===== src/hdl/i2cm_pkg.sv =====
// Shared types and constants for the bit-level I2C master.
`timescale 1ns / 1ps
package i2cm_pkg;

  localparam int CMD_W       = 3;
  localparam int BYTE_W      = 8;
  localparam int DELAY_CFG_W = 16;
  localparam int STEP_W      = 4;
  localparam int BIT_IDX_W   = 4;
  localparam int QUEUE_DEPTH = 2;

  localparam logic [DELAY_CFG_W-1:0] DELAY_RESET   = 16'd10;
  localparam logic [BIT_IDX_W-1:0]   BITS_PER_BYTE = 4'd8;

  // Command codes on the request channel
  localparam logic [CMD_W-1:0] CMD_NONE  = 3'd0;
  localparam logic [CMD_W-1:0] CMD_START = 3'd1;
  localparam logic [CMD_W-1:0] CMD_STOP  = 3'd2;
  localparam logic [CMD_W-1:0] CMD_WRITE = 3'd3;
  localparam logic [CMD_W-1:0] CMD_READ  = 3'd4;

  // Sequencer operation; OP_IDLE in a queued item means "no command"
  typedef enum logic [4:0] {
    OP_IDLE  = 5'b00001,
    OP_START = 5'b00010,
    OP_STOP  = 5'b00100,
    OP_WRITE = 5'b01000,
    OP_READ  = 5'b10000
  } op_t;

  typedef struct packed {
    op_t               op;
    logic [BYTE_W-1:0] write_byte;
    logic              nak_reply;
    logic              sda_in;
  } item_t;

  typedef struct packed {
    logic              scl_drive_low;
    logic              sda_drive_low;
    logic              busy_res;
    logic              done_res;
    logic [BYTE_W-1:0] read_byte;
    logic              no_ack;
  } result_t;

endpackage


===== src/hdl/i2cm_req_if.sv =====
// Request channel: one tick of command and line sample per transaction.
`timescale 1ns / 1ps
interface i2cm_req_if;
  logic                       valid;
  logic                       ready;
  logic [i2cm_pkg::CMD_W-1:0]  cmd;
  logic [i2cm_pkg::BYTE_W-1:0] write_byte;
  logic                       nak_reply;
  logic                       sda_in;

  modport source (output valid, cmd, write_byte, nak_reply, sda_in, input ready);
  modport sink (input valid, cmd, write_byte, nak_reply, sda_in, output ready);
endinterface


===== src/hdl/i2cm_rsp_if.sv =====
// Result channel: pin drives and status after each tick.
`timescale 1ns / 1ps
interface i2cm_rsp_if;
  logic                       valid;
  logic                       ready;
  logic                       scl_drive_low;
  logic                       sda_drive_low;
  logic                       busy_res;
  logic                       done_res;
  logic [i2cm_pkg::BYTE_W-1:0] read_byte;
  logic                       no_ack;

  modport source (output valid, scl_drive_low, sda_drive_low, busy_res, done_res,
                  read_byte, no_ack, input ready);
  modport sink (input valid, scl_drive_low, sda_drive_low, busy_res, done_res,
                read_byte, no_ack, output ready);
endinterface


===== src/hdl/i2cm_front.sv =====
// Front end: accepts request transactions and decodes the command code.
`timescale 1ns / 1ps
module i2cm_front (
  i2cm_req_if.sink      req,
  input  logic          q_full,
  output logic          push,
  output i2cm_pkg::item_t push_item
);
  import i2cm_pkg::*;

  assign req.ready = !q_full;
  assign push      = req.valid && !q_full;

  always_comb begin
    push_item.write_byte = req.write_byte;
    push_item.nak_reply  = req.nak_reply;
    push_item.sda_in     = req.sda_in;
    unique case (req.cmd)
      CMD_START: push_item.op = OP_START;
      CMD_STOP:  push_item.op = OP_STOP;
      CMD_WRITE: push_item.op = OP_WRITE;
      CMD_READ:  push_item.op = OP_READ;
      default:   push_item.op = OP_IDLE;  // none and unused codes
    endcase
  end

endmodule


===== src/hdl/i2cm_queue.sv =====
// Small FIFO between the front end and the sequencer.
`timescale 1ns / 1ps
module i2cm_queue (
  input  logic            clk,
  input  logic            rst,
  input  logic            push,
  input  i2cm_pkg::item_t push_item,
  output logic            full,
  input  logic            pop,
  output logic            head_valid,
  output i2cm_pkg::item_t head_item
);
  import i2cm_pkg::*;

  localparam int PTR_W = $clog2(QUEUE_DEPTH);
  localparam int CNT_W = $clog2(QUEUE_DEPTH + 1);
  localparam logic [PTR_W-1:0] LAST_PTR = PTR_W'(QUEUE_DEPTH - 1);
  localparam logic [CNT_W-1:0] FULL_CNT = CNT_W'(QUEUE_DEPTH);

  item_t             entries [QUEUE_DEPTH];
  logic [PTR_W-1:0]  wr_ptr;
  logic [PTR_W-1:0]  rd_ptr;
  logic [CNT_W-1:0]  count;
  logic [CNT_W-1:0]  count_next;

  assign full       = (count == FULL_CNT);
  assign head_valid = (count != '0);
  assign head_item  = entries[rd_ptr];

  always_comb begin
    count_next = count;
    if (push && !pop) count_next = count + CNT_W'(1);
    else if (pop && !push) count_next = count - CNT_W'(1);
  end

  always_ff @(posedge clk) begin
    if (push) entries[wr_ptr] <= push_item;
  end

  always_ff @(posedge clk) begin
    if (rst) begin
      wr_ptr <= '0;
      rd_ptr <= '0;
      count  <= '0;
    end else begin
      if (push) wr_ptr <= (wr_ptr == LAST_PTR) ? '0 : wr_ptr + PTR_W'(1);
      if (pop)  rd_ptr <= (rd_ptr == LAST_PTR) ? '0 : rd_ptr + PTR_W'(1);
      count <= count_next;
    end
  end

  a_no_pop_empty: assert property (@(posedge clk) disable iff (rst)
    pop |-> head_valid)
    else $error("queue popped while empty");

  a_no_push_full: assert property (@(posedge clk) disable iff (rst)
    push |-> !full)
    else $error("queue pushed while full");

  a_count_range: assert property (@(posedge clk) disable iff (rst)
    count <= FULL_CNT)
    else $error("queue count past depth");

endmodule


===== src/hdl/i2cm_back.sv =====
// Sequencer: runs the pin step lists one tick per queued transaction.
`timescale 1ns / 1ps
module i2cm_back #(
  parameter int DELAY_COUNTER_BITS = 16
) (
  input  logic                                clk,
  input  logic                                rst,
  input  logic [i2cm_pkg::DELAY_CFG_W-1:0]     delay_ticks,
  input  logic                                head_valid,
  input  i2cm_pkg::item_t                     head_item,
  output logic                                pop,
  i2cm_rsp_if.source                          rsp
);
  import i2cm_pkg::*;

  localparam int CW = DELAY_COUNTER_BITS;
  localparam int MW = (CW > DELAY_CFG_W) ? CW : DELAY_CFG_W;

  // sequencer state
  op_t                   op, op_next;
  logic [STEP_W-1:0]     step, step_next;
  logic [BIT_IDX_W-1:0]  bit_idx, bit_idx_next;
  logic [BYTE_W-1:0]     shift, shift_next;
  logic [CW-1:0]         dcnt, dcnt_next;
  logic                  scl_low, scl_low_next;
  logic                  sda_low, sda_low_next;
  logic                  nak, nak_next;
  logic                  ack, ack_next;
  logic [BYTE_W-1:0]     last_read, last_read_next;
  logic                  done;

  logic [STEP_W-1:0]     nstep;
  logic                  has_next;
  logic [BIT_IDX_W-1:0]  bit_inc;

  logic [DELAY_CFG_W-1:0] rl_cfg;
  logic [MW-1:0]          rl_wide;
  logic [CW-1:0]          reload;

  result_t               res_next;
  result_t               out_res;
  logic                  out_valid;

  // delay unit reload: zero counts as one, clipped to the counter range
  assign rl_cfg  = (delay_ticks == '0) ? '0 : delay_ticks - DELAY_CFG_W'(1);
  assign rl_wide = MW'(rl_cfg);
  assign reload  = (rl_wide > MW'({CW{1'b1}})) ? {CW{1'b1}} : rl_wide[CW-1:0];

  assign bit_inc = bit_idx + BIT_IDX_W'(1);

  assign pop = head_valid && (!out_valid || rsp.ready);

  // step successor
  always_comb begin
    nstep    = step + STEP_W'(1);
    has_next = 1'b0;
    unique case (op)
      OP_START: has_next = (step < 4'd3);
      OP_STOP:  has_next = (step < 4'd4);
      OP_WRITE: begin
        has_next = (step < 4'd8);
        if (step == 4'd5) nstep = (bit_idx < BITS_PER_BYTE) ? 4'd2 : 4'd6;
      end
      OP_READ: begin
        has_next = (step < 4'd9);
        if (step == 4'd3) nstep = (bit_idx < BITS_PER_BYTE) ? 4'd4 : 4'd5;
        else if (step == 4'd4) nstep = 4'd1;
      end
      default: has_next = 1'b0;
    endcase
  end

  always_comb begin
    op_next        = op;
    step_next      = step;
    bit_idx_next   = bit_idx;
    shift_next     = shift;
    dcnt_next      = dcnt;
    scl_low_next   = scl_low;
    sda_low_next   = sda_low;
    nak_next       = nak;
    ack_next       = ack;
    last_read_next = last_read;
    done           = 1'b0;
    if (pop) begin
      if (op == OP_IDLE) begin
        if (head_item.op != OP_IDLE) begin
          op_next      = head_item.op;
          step_next    = '0;
          bit_idx_next = '0;
          nak_next     = head_item.nak_reply;
          dcnt_next    = reload;
          if (head_item.op == OP_WRITE) shift_next = head_item.write_byte;
          if (head_item.op == OP_READ) begin
            shift_next   = '0;
            sda_low_next = 1'b0;
          end
        end
      end else if (dcnt != '0) begin
        dcnt_next = dcnt - CW'(1);
      end else if (has_next) begin
        step_next = nstep;
        dcnt_next = reload;
        unique case (op)
          OP_START: begin
            case (nstep)
              4'd1:    scl_low_next = 1'b0;
              4'd2:    sda_low_next = 1'b1;
              4'd3:    scl_low_next = 1'b1;
              default: ;
            endcase
          end
          OP_STOP: begin
            case (nstep)
              4'd1:    sda_low_next = 1'b1;
              4'd2:    scl_low_next = 1'b1;
              4'd3:    scl_low_next = 1'b0;
              4'd4:    sda_low_next = 1'b0;
              default: ;
            endcase
          end
          OP_WRITE: begin
            case (nstep)
              4'd1: scl_low_next = 1'b1;
              4'd2: begin
                sda_low_next = !shift[BYTE_W-1];
                shift_next   = {shift[BYTE_W-2:0], 1'b0};
              end
              4'd3: scl_low_next = 1'b0;
              4'd5: begin
                scl_low_next = 1'b1;
                bit_idx_next = bit_inc;
                if (bit_inc >= BITS_PER_BYTE) sda_low_next = 1'b0;  // free SDA for ACK
              end
              4'd6: scl_low_next = 1'b0;
              4'd8: begin
                ack_next     = head_item.sda_in;
                scl_low_next = 1'b1;
              end
              default: ;
            endcase
          end
          OP_READ: begin
            case (nstep)
              4'd1: scl_low_next = 1'b0;
              4'd3: begin
                shift_next   = {shift[BYTE_W-2:0], head_item.sda_in};
                scl_low_next = 1'b1;
                bit_idx_next = bit_inc;
              end
              4'd5:    sda_low_next = !nak;
              4'd7:    scl_low_next = 1'b0;
              4'd9:    scl_low_next = 1'b1;
              default: ;
            endcase
          end
          default: ;
        endcase
      end else begin
        if (op == OP_READ) last_read_next = shift;
        op_next   = OP_IDLE;
        step_next = '0;
        done      = 1'b1;
      end
    end
  end

  always_comb begin
    res_next.scl_drive_low = scl_low_next;
    res_next.sda_drive_low = sda_low_next;
    res_next.busy_res      = (op_next != OP_IDLE);
    res_next.done_res      = done;
    res_next.read_byte     = last_read_next;
    res_next.no_ack        = ack_next;
  end

  always_ff @(posedge clk) begin
    if (rst) begin
      op        <= OP_IDLE;
      step      <= '0;
      bit_idx   <= '0;
      shift     <= '0;
      dcnt      <= '0;
      scl_low   <= 1'b0;
      sda_low   <= 1'b0;
      nak       <= 1'b0;
      ack       <= 1'b0;
      last_read <= '0;
      out_valid <= 1'b0;
    end else begin
      op        <= op_next;
      step      <= step_next;
      bit_idx   <= bit_idx_next;
      shift     <= shift_next;
      dcnt      <= dcnt_next;
      scl_low   <= scl_low_next;
      sda_low   <= sda_low_next;
      nak       <= nak_next;
      ack       <= ack_next;
      last_read <= last_read_next;
      if (pop) out_valid <= 1'b1;
      else if (rsp.ready) out_valid <= 1'b0;
    end
  end

  always_ff @(posedge clk) begin
    if (pop) out_res <= res_next;
  end

  assign rsp.valid         = out_valid;
  assign rsp.scl_drive_low = out_res.scl_drive_low;
  assign rsp.sda_drive_low = out_res.sda_drive_low;
  assign rsp.busy_res      = out_res.busy_res;
  assign rsp.done_res      = out_res.done_res;
  assign rsp.read_byte     = out_res.read_byte;
  assign rsp.no_ack        = out_res.no_ack;

  a_finish_idle: assert property (@(posedge clk) disable iff (rst)
    (pop && op != OP_IDLE && dcnt == '0 && !has_next)
      |=> (op == OP_IDLE && out_valid && out_res.done_res && !out_res.busy_res))
    else $error("finished command did not return to idle with done");

  a_bit_range: assert property (@(posedge clk) disable iff (rst)
    bit_idx <= BITS_PER_BYTE)
    else $error("bit index past one byte");

  a_idle_step: assert property (@(posedge clk) disable iff (rst)
    op == OP_IDLE |-> step == '0)
    else $error("idle with nonzero step");

endmodule


===== src/hdl/i2c_bit_level_master_top.sv =====
// Top level of the bit-level I2C master.
// Usage:
//   req  - one transaction per clock tick of the pin sequencer: cmd (none, start,
//          stop, write byte, read byte), write_byte, nak_reply and the SDA sample.
//          Commands seen while a sequence is running are dropped.
//   rsp  - exactly one transaction back per req transaction, in order: SCL/SDA
//          pull-down drives, busy, a one-tick done pulse, last read byte, no_ack.
//   cfg_we/cfg_wdata - writes delay_ticks (ticks per delay unit, reset 10);
//          write only while idle.
// Throughput: one transaction per cycle sustained; the sequencer retires one
//   queued tick per cycle whenever its output register is free or being taken.
// Path: an accepted req transaction goes via the queue and output register to rsp.
// Stall: if rsp.ready is low the output register holds, the two-entry queue
//   fills, and req.ready drops; no tick is lost or repeated.
// Reset (rst, synchronous): lines released, sequencer idle, queue empty,
//   delay_ticks back to 10.
`timescale 1ns / 1ps
module i2c_bit_level_master_top #(
  parameter int DELAY_COUNTER_BITS = 16
) (
  input  logic                            clk,
  input  logic                            rst,
  i2cm_req_if.sink                        req,
  i2cm_rsp_if.source                      rsp,
  input  logic                            cfg_we,
  input  logic [i2cm_pkg::DELAY_CFG_W-1:0] cfg_wdata
);
  import i2cm_pkg::*;

  logic [DELAY_CFG_W-1:0] delay_ticks;

  logic  push;
  item_t push_item;
  logic  q_full;
  logic  pop;
  logic  head_valid;
  item_t head_item;

  // configuration register
  always_ff @(posedge clk) begin
    if (rst) begin
      delay_ticks <= DELAY_RESET;
    end else if (cfg_we) begin
      delay_ticks <= cfg_wdata;
    end
  end

  // front end: take the tick, decode the command
  i2cm_front u_front (
    .req       (req),
    .q_full    (q_full),
    .push      (push),
    .push_item (push_item)
  );

  // decoupling queue
  i2cm_queue u_queue (
    .clk        (clk),
    .rst        (rst),
    .push       (push),
    .push_item  (push_item),
    .full       (q_full),
    .pop        (pop),
    .head_valid (head_valid),
    .head_item  (head_item)
  );

  // sequencer and output register
  i2cm_back #(
    .DELAY_COUNTER_BITS (DELAY_COUNTER_BITS)
  ) u_back (
    .clk         (clk),
    .rst         (rst),
    .delay_ticks (delay_ticks),
    .head_valid  (head_valid),
    .head_item   (head_item),
    .pop         (pop),
    .rsp         (rsp)
  );

endmodule


===== src/flat_wrapper.sv =====
// flat-port wrapper written by rule: the top's interface ports become plain ports
module i2c_bit_level_master_top_flat import i2cm_pkg::*;
#(
  parameter int DELAY_COUNTER_BITS = 16
)
  (clk, rst, cfg_we, cfg_wdata, req_valid, req_cmd, req_write_byte, req_nak_reply, req_sda_in, req_ready, rsp_valid, rsp_scl_drive_low, rsp_sda_drive_low, rsp_busy_res, rsp_done_res, rsp_read_byte, rsp_no_ack, rsp_ready);
  i2cm_req_if req_i ();
  i2cm_rsp_if rsp_i ();
  input  logic clk;
  input  logic rst;
  input  logic cfg_we;
  input  logic [i2cm_pkg::DELAY_CFG_W-1:0] cfg_wdata;
  input wire logic [$bits(req_i.valid)-1:0] req_valid;
  input wire logic [$bits(req_i.cmd)-1:0] req_cmd;
  input wire logic [$bits(req_i.write_byte)-1:0] req_write_byte;
  input wire logic [$bits(req_i.nak_reply)-1:0] req_nak_reply;
  input wire logic [$bits(req_i.sda_in)-1:0] req_sda_in;
  output wire logic [$bits(req_i.ready)-1:0] req_ready;
  output wire logic [$bits(rsp_i.valid)-1:0] rsp_valid;
  output wire logic [$bits(rsp_i.scl_drive_low)-1:0] rsp_scl_drive_low;
  output wire logic [$bits(rsp_i.sda_drive_low)-1:0] rsp_sda_drive_low;
  output wire logic [$bits(rsp_i.busy_res)-1:0] rsp_busy_res;
  output wire logic [$bits(rsp_i.done_res)-1:0] rsp_done_res;
  output wire logic [$bits(rsp_i.read_byte)-1:0] rsp_read_byte;
  output wire logic [$bits(rsp_i.no_ack)-1:0] rsp_no_ack;
  input wire logic [$bits(rsp_i.ready)-1:0] rsp_ready;
  assign req_i.valid = req_valid;
  assign req_i.cmd = req_cmd;
  assign req_i.write_byte = req_write_byte;
  assign req_i.nak_reply = req_nak_reply;
  assign req_i.sda_in = req_sda_in;
  assign req_ready = req_i.ready;
  assign rsp_valid = rsp_i.valid;
  assign rsp_scl_drive_low = rsp_i.scl_drive_low;
  assign rsp_sda_drive_low = rsp_i.sda_drive_low;
  assign rsp_busy_res = rsp_i.busy_res;
  assign rsp_done_res = rsp_i.done_res;
  assign rsp_read_byte = rsp_i.read_byte;
  assign rsp_no_ack = rsp_i.no_ack;
  assign rsp_i.ready = rsp_ready;
  i2c_bit_level_master_top #(.DELAY_COUNTER_BITS(DELAY_COUNTER_BITS)) u_core (.clk(clk), .rst(rst), .req(req_i), .rsp(rsp_i), .cfg_we(cfg_we), .cfg_wdata(cfg_wdata));
endmodule

===== config.mk =====
export PLATFORM = sky130hd
export DESIGN_NAME = i2c_bit_level_master_top_flat
export DESIGN_NICKNAME = d
export VERILOG_FILES = /design/src/hdl/i2cm_pkg.sv /design/src/hdl/i2cm_req_if.sv /design/src/hdl/i2cm_rsp_if.sv /design/src/hdl/i2cm_front.sv /design/src/hdl/i2cm_queue.sv /design/src/hdl/i2cm_back.sv /design/src/hdl/i2c_bit_level_master_top.sv /design/src/flat_wrapper.sv
export SDC_FILE = /design/constraint.sdc
export NUM_CORES = 1
export LEC_CHECK = 0
export BUFFER_PORTS_ARGS = -buffer_cell sky130_fd_sc_hd__buf_2
export CORE_ASPECT_RATIO = 1.4
export CORE_MARGIN = 2
export CORE_UTILIZATION = 50
export CTS_BUF_LIST = sky130_fd_sc_hd__clkbuf_2 sky130_fd_sc_hd__clkbuf_4 sky130_fd_sc_hd__clkbuf_8
export CTS_CLUSTER_DIAMETER = 80
export CTS_CLUSTER_SIZE = 10
export DETAILED_ROUTE_END_ITERATION = 8
export GPL_TIMING_DRIVEN = 0
export PLACE_DENSITY_LB_ADDON = 0.05
export RECOVER_POWER = 50
export SETUP_SLACK_MARGIN = 0.02
export SLEW_MARGIN = 20
export SYNTH_ARGS = -nofsm -noshare
export SYNTH_HDL_FRONTEND = slang
export SYNTH_SLANG_ARGS = --single-unit

===== constraint.sdc =====
create_clock -name clk -period 3.8 [get_ports clk]
set_clock_uncertainty 0.1 [all_clocks]
set_input_delay 0.19 -clock clk [delete_from_list [all_inputs] [get_ports clk]]
set_output_delay 0.19 -clock clk [all_outputs]
set_load 0.005 [all_outputs]

Word level (Yosys, flattened, before mapping)
Memory sizes are Yosys's and may differ from the RTL's. A register that Yosys moved wholly into a read port is not among the register bits.
Index checks and enable logic that the tools add are counted.
{"block": "word_totals", "register_bits": 83, "ram_bits": 30, "in_bits": 34, "output_inout_bits": 15, "word_cells": 179, "mem_count": 1}
{"memory": "u_core.u_queue.entries", "words": 2, "word_bits": 15, "rd": 1, "rd_clocked_by_memory_dff": 1, "wr": 1, "line": "i2cm_queue.sv:20", "text": "item_t entries [QUEUE_DEPTH];"}
{"block": "op_classes", "addsub": 8, "order_cmp": 7, "n_eq_ne": 32, "muxes": 81, "n_reduce_logical": 29}
{"op": "$mux 8", "n": 13}
{"op": "$mux 16", "n": 6}
{"op": "$mux 4", "n": 12}
{"op": "$sub 16x1->16 const B", "n": 2}
{"op": "$mux 1", "n": 29}
{"op": "$mux 5", "n": 5}
{"op": "$eq 4x3->1 const B", "n": 6}
{"op": "$pmux 5 s4", "n": 1}
{"op": "$gt 16x16->1 const B", "n": 1}
{"op": "$logic_not 16->1", "n": 1}
{"op": "$pmux 4 s2", "n": 2}
{"op": "$pmux 8 s2", "n": 1}
{"op": "$reduce_bool 16->1", "n": 1}
{"op": "$eq 4x2->1 const B", "n": 3}
{"op": "$lt 4x4->1 const B", "n": 3}
{"op": "$pmux 1 s2", "n": 6}
{"op": "$pmux 1 s4", "n": 3}
{"op": "$eq 5x4->1 const B", "n": 2}
{"op": "$eq 5x5->1 const B", "n": 2}
{"op": "$ne 5x1->1 const B", "n": 2}
{"op": "$reduce_and 3->1", "n": 3}
{"op": "$add 4x1->4 const B", "n": 2}
{"op": "$eq 4x4->1 const B", "n": 2}
{"op": "$reduce_and 8->1", "n": 1}
{"op": "29 further kinds", "n": 48}

Depth between registers and ports, before layout
{"block": "depth", "ltp_word": 12, "ltp_mapped": 10, "mapped_depth_nobuf": 9}

Modules after synthesis
Synthesis repeated with hierarchy kept, for this count alone.
{"block": "hier_totals", "hier_cells": 592, "hier_area_um2": 5811.8}
{"mod": "i2cm_back", "instances": 1, "cells_each": 453, "area_each_um2": 3803.6, "seq_area_each_um2": 1391.3}
{"mod": "i2cm_queue", "instances": 1, "cells_each": 69, "area_each_um2": 1292.5, "seq_area_each_um2": 1001.0}
{"mod": "i2c_bit_level_master_top", "instances": 1, "cells_each": 52, "area_each_um2": 583.1, "seq_area_each_um2": 320.3}
{"mod": "i2cm_front", "instances": 1, "cells_each": 18, "area_each_um2": 132.6, "seq_area_each_um2": 0.0}

Worst setup path after synthesis
No wires, ideal clock.
{"block": "synth_timing", "kind": "flip-flop to flip-flop", "start": "reg u_core.u_back.step[0]", "end": "reg u_core.u_back.out_res, in the netlist u_core.u_back.rsp.scl_drive_low, data pin", "setup_time_ns": 0.266, "arrival_ns": 2.384, "required_time_ns": 3.434, "slack_ns": 1.050, "stages_incl_launch_ff": 10, "path_buffers": 1, "period_less_slack_ns": 2.750, "path_cell_list": "dfxtp_1 > ha_1 > or3b_2 > nor4_1 > o32a_2 > buf_6 > a2111oi_0 > a22o_1 > nor4b_1 > nor2_1"}
{"item": "start: declaration", "line": "i2cm_back.sv:21", "text": "logic [STEP_W-1:0] step, step_next;"}
{"item": "start signal: assignment", "line": "i2cm_back.sv:192", "text": "step <= step_next;"}
{"item": "end signal: assignment", "line": "i2cm_back.sv:207", "text": "if (pop) out_res <= res_next;"}
{"item": "end: declaration", "line": "i2cm_back.sv:41", "text": "result_t out_res;"}

==> flow_metrics.tcl <==
set metrics [dict create \
    status "finished, final reports clean" \
    rsz0062_at_grt "false" \
    hold_depth 2 \
    drt_iter0_drc 262 \
    drc_errors 0 \
    crit_path_end_kind "register" \
    fin_nets 729 \
    finish.instance_area_um2 6930 \
    min_path_type "in -> reg" \
    fillCellCount 1020 \
    worstMarginPinSlew_ns 1.27 \
    numCtsBuffers 17 \
    drt_wl_total_um 14400 \
    clock_power_share_pct 23.1 \
    utilization_pct 61.4 \
    cts.clk_slew.worst_paths_ns 0.07 \
    grt_usage_pct 24.4 \
    ir_drop_v 0.000361 \
    core_area_um2 11300 \
    crit_slowest_cell "a31oi_1" \
    ff2ff_setup_slack_ns 0.48 \
    fmaxAchievable_ghz 0.301 \
    p_sw_mw 2.45 \
    cpMostUsedCell "clkbuf_1" \
    async_flop_share_pct 0 \
    layout_min_cycle_time_ns 3.32 \
    hold_path_end "u_core.u_queue.entries[1][12]" \
    cts_hold_buf 30 \
    grt.met3_usage_pct 5.39 \
    top_usage_layer "met2" \
    crit_fanout 10 \
    slowest_delay_ns 0.58 \
    die_area_um2 12400 \
    setup_slack_ns 0.477 \
    cts-resized-gates 0 \
    p_seq_share_pct 30.9 \
    via_per_inst 5.80 \
    synth_ff_type "dfxtp_1" \
    finalSetupTns_ns 0 \
    pre_cts_slack_ns 0.522 \
    setup_viol 0 \
    use_met2_pct 44.4 \
    synth_edf_count 43 \
    drive_gt1_share_pct 15.0 \
    grt_pass1_wl_um 23400 \
    finalCritPeriodShare_pct 87.5 \
    combPwrFrac_pct 46.0 \
    relSlewSlack_pct 14.7 \
    path_buf_inv 2 \
    crit_arrival_ns 3.52 \
    postCtsSetupRepairBufs 0 \
    cp_top_family "compound AO/OA/AOI/OAI gates" \
    cts_tree "done" \
    hp-start "req_cmd[2]" \
    synth_seq_cells 114 \
    ff2ff_path_depth 9 \
    final_common_cell "nor2_1" \
    intPower_mw 3.35 \
    critical_path_class "reg -> reg" \
    clk_latency_ns 0.42 \
    cp_cell_sequence "clkbuf_1 > mux2i_1 > nor3b_1 > a31o_2 > a31oi_1 > clkbuf_1 > o21ai_0 > a22oi_1 > nor2_1" \
    leakagePower_nw 2.63 \
    grt_overflow 0 \
    vias 4895 \
    r2r-end "u_core.u_back.dcnt[4]" \
    cap_violations 0 \
    cp.required_ns 4.00 \
    numClockSinks 114 \
    cp-start-kind "register" \
    ys_seq_area_share_pct 47.1 \
    place_area_um2 6180 \
    synth_cells 591 \
    syn_to_final_growth_pct 20.3 \
    rows 46 \
    first_pass_iters 5 \
    cts-root-buf "clkbuf_8" \
    die_w_um 94.7 \
    dp_hpwl_um 10400 \
    wl_per_cell_um 17.1 \
    switching_share_pct 42.2 \
    place_congestion 0.927 \
    antenna_found_initial 0 \
    n_antenna_cell 0 \
    mostFrequentLayoutCells "82 x nor2_1, 71 x dfxtp_1, 43 x nand2_1, 43 x edfxtp_1, 34 x buf_2" \
    grtUsageMet1_pct 27.3 \
    powerDensity_nw_per_um2 837 \
    ant_nets 0 \
    fp.dieH_um 131 \
    hold_viol_final 0 \
    drv_slew 0 \
    htree_levels 4 \
    yosysUniqueCellTypes 76 \
    port_buffers 47 \
    io_pins 49 \
    syn_nets 633 \
    clockBufferDepth 2 \
    yosys_warnings 0 \
    first_global_vias 4798 \
    grt_max_degree 19 \
    start_util_pct 51.1 \
    syn_area_um2 5760 \
    synth.avg_cell_area_um2 9.74 \
]
-- cell type report --
cell class	count	area, µm²	area share [%]
repair buffers	77	518	7.48
multi-input cells	437	2880	41.6
plain buffers	24	106	1.54
clock inverters	12	201	2.91
clock buffers	20	269	3.88
inverters	16	60.1	0.867
well taps	144	180	2.60
flip-flops and latches	114	2710	39.2
-- Yosys cell counts (4+ instances only) --
cell | count | share of area [%]
a22oi_1 | 8 | 1.0
nand3_1 | 9 | 0.78
mux2_2 | 11 | 2.2
o221a_2 | 6 | 1.2
nand4_1 | 8 | 0.87
inv_1 | 16 | 1.0
ha_1 | 8 | 1.7
or2_2 | 5 | 0.54
and2_1 | 11 | 1.2
and3_1 | 5 | 0.54
or3_1 | 9 | 0.98
dfxtp_1 | 71 | 25
xor2_1 | 15 | 2.3
xnor2_1 | 8 | 1.2
o32ai_1 | 4 | 0.61
a31oi_1 | 5 | 0.54
edfxtp_1 | 43 | 22
clkbuf_1 | 18 | 1.2
nand2b_1 | 6 | 0.65
nor2b_1 | 6 | 0.65
nand2_1 | 43 | 2.8
nor3_1 | 20 | 1.7
o22ai_1 | 15 | 1.6
mux2i_1 | 31 | 5.4
nor3b_1 | 4 | 0.52
nor2_1 | 82 | 5.3
nor4_1 | 6 | 0.65
a21oi_1 | 21 | 1.8
o21ai_0 | 25 | 2.2
o211ai_1 | 6 | 0.78
-- sequential cells by signal, summed over array words and instances, names as in the netlist, 2 cells and up, named ones only --
name,cells
u_core.delay_ticks,16
u_core.u_back.bit_idx,4
u_core.u_back.dcnt,16
u_core.u_back.last_read,8
u_core.u_back.op,5
u_core.u_back.rsp.read_byte,8
u_core.u_back.shift,8
u_core.u_back.step,4
u_core.u_queue.count,2
u_core.u_queue.entries,30
-- metal layers --
| layer | vias to the layer above | share of wire [%] |
|---|---|---|
| met4 | 0 | 2.7 |
| met1 | 2308 | 39 |
| met2 | 163 | 54 |
| met5 | - | 0 |
| li1 | 2383 | - |
| met3 | 41 | 4.5 |
-- power groups by stage --
stage                     clock, mW  combinational (mW)  sequential (mW)
after floorplan                   0                1.94             1.76
after global placement            0                2.56             1.80
after detailed placement          0                2.61             1.81
after CTS                      1.37                2.64             1.79
after global routing           1.43                2.95             1.83
final                          1.34                2.67             1.79
-- cells by family (layout without fill, tap and decap cells) --
kind of cell | Yosys count | after routing | synth area share (%)
flops | 114 | 114 | 47.1
compound gates | 135 | 135 | 17.7
simple gates | 229 | 229 | 19.6
xor+xnor | 23 | 23 | 3.50
buf+inv | 40 | 149 | 2.89
mux | 42 | 42 | 7.54
fa+ha+maj | 8 | 8 | 1.74
-- how the worst max path moves through the flow --
stage               slack [ns]                         endpoint                  start  cells after the start
floorplan                 1.05  u_core.u_back.rsp.scl_drive_low  u_core.u_back.step[0]                      9
global placement          0.54  u_core.u_back.rsp.scl_drive_low  u_core.u_back.step[0]                      8
detailed placement        0.52            u_core.u_back.dcnt[4]               register                      9
CTS                       0.50  u_core.u_back.rsp.scl_drive_low  u_core.u_back.step[0]                      8
global route              0.18            u_core.u_back.dcnt[4]               register                      9
finish                    0.48            u_core.u_back.dcnt[4]               register                      9
-- per-stage QoR --
step / instances / hold slack [ns] / total power [mW]
2_1_floorplan: 591 / 0.189 / 3.70
4_1_cts: 844 / 0.000687 / 5.80
3_3_place_gp: 782 / 0.278 / 4.36
6_report: 844 / 0.0316 / 5.80
5_1_grt: 844 / 0.00578 / 6.20
3_5_place_dp: 782 / 0.282 / 4.42
(Power assumes the default switching activity.)
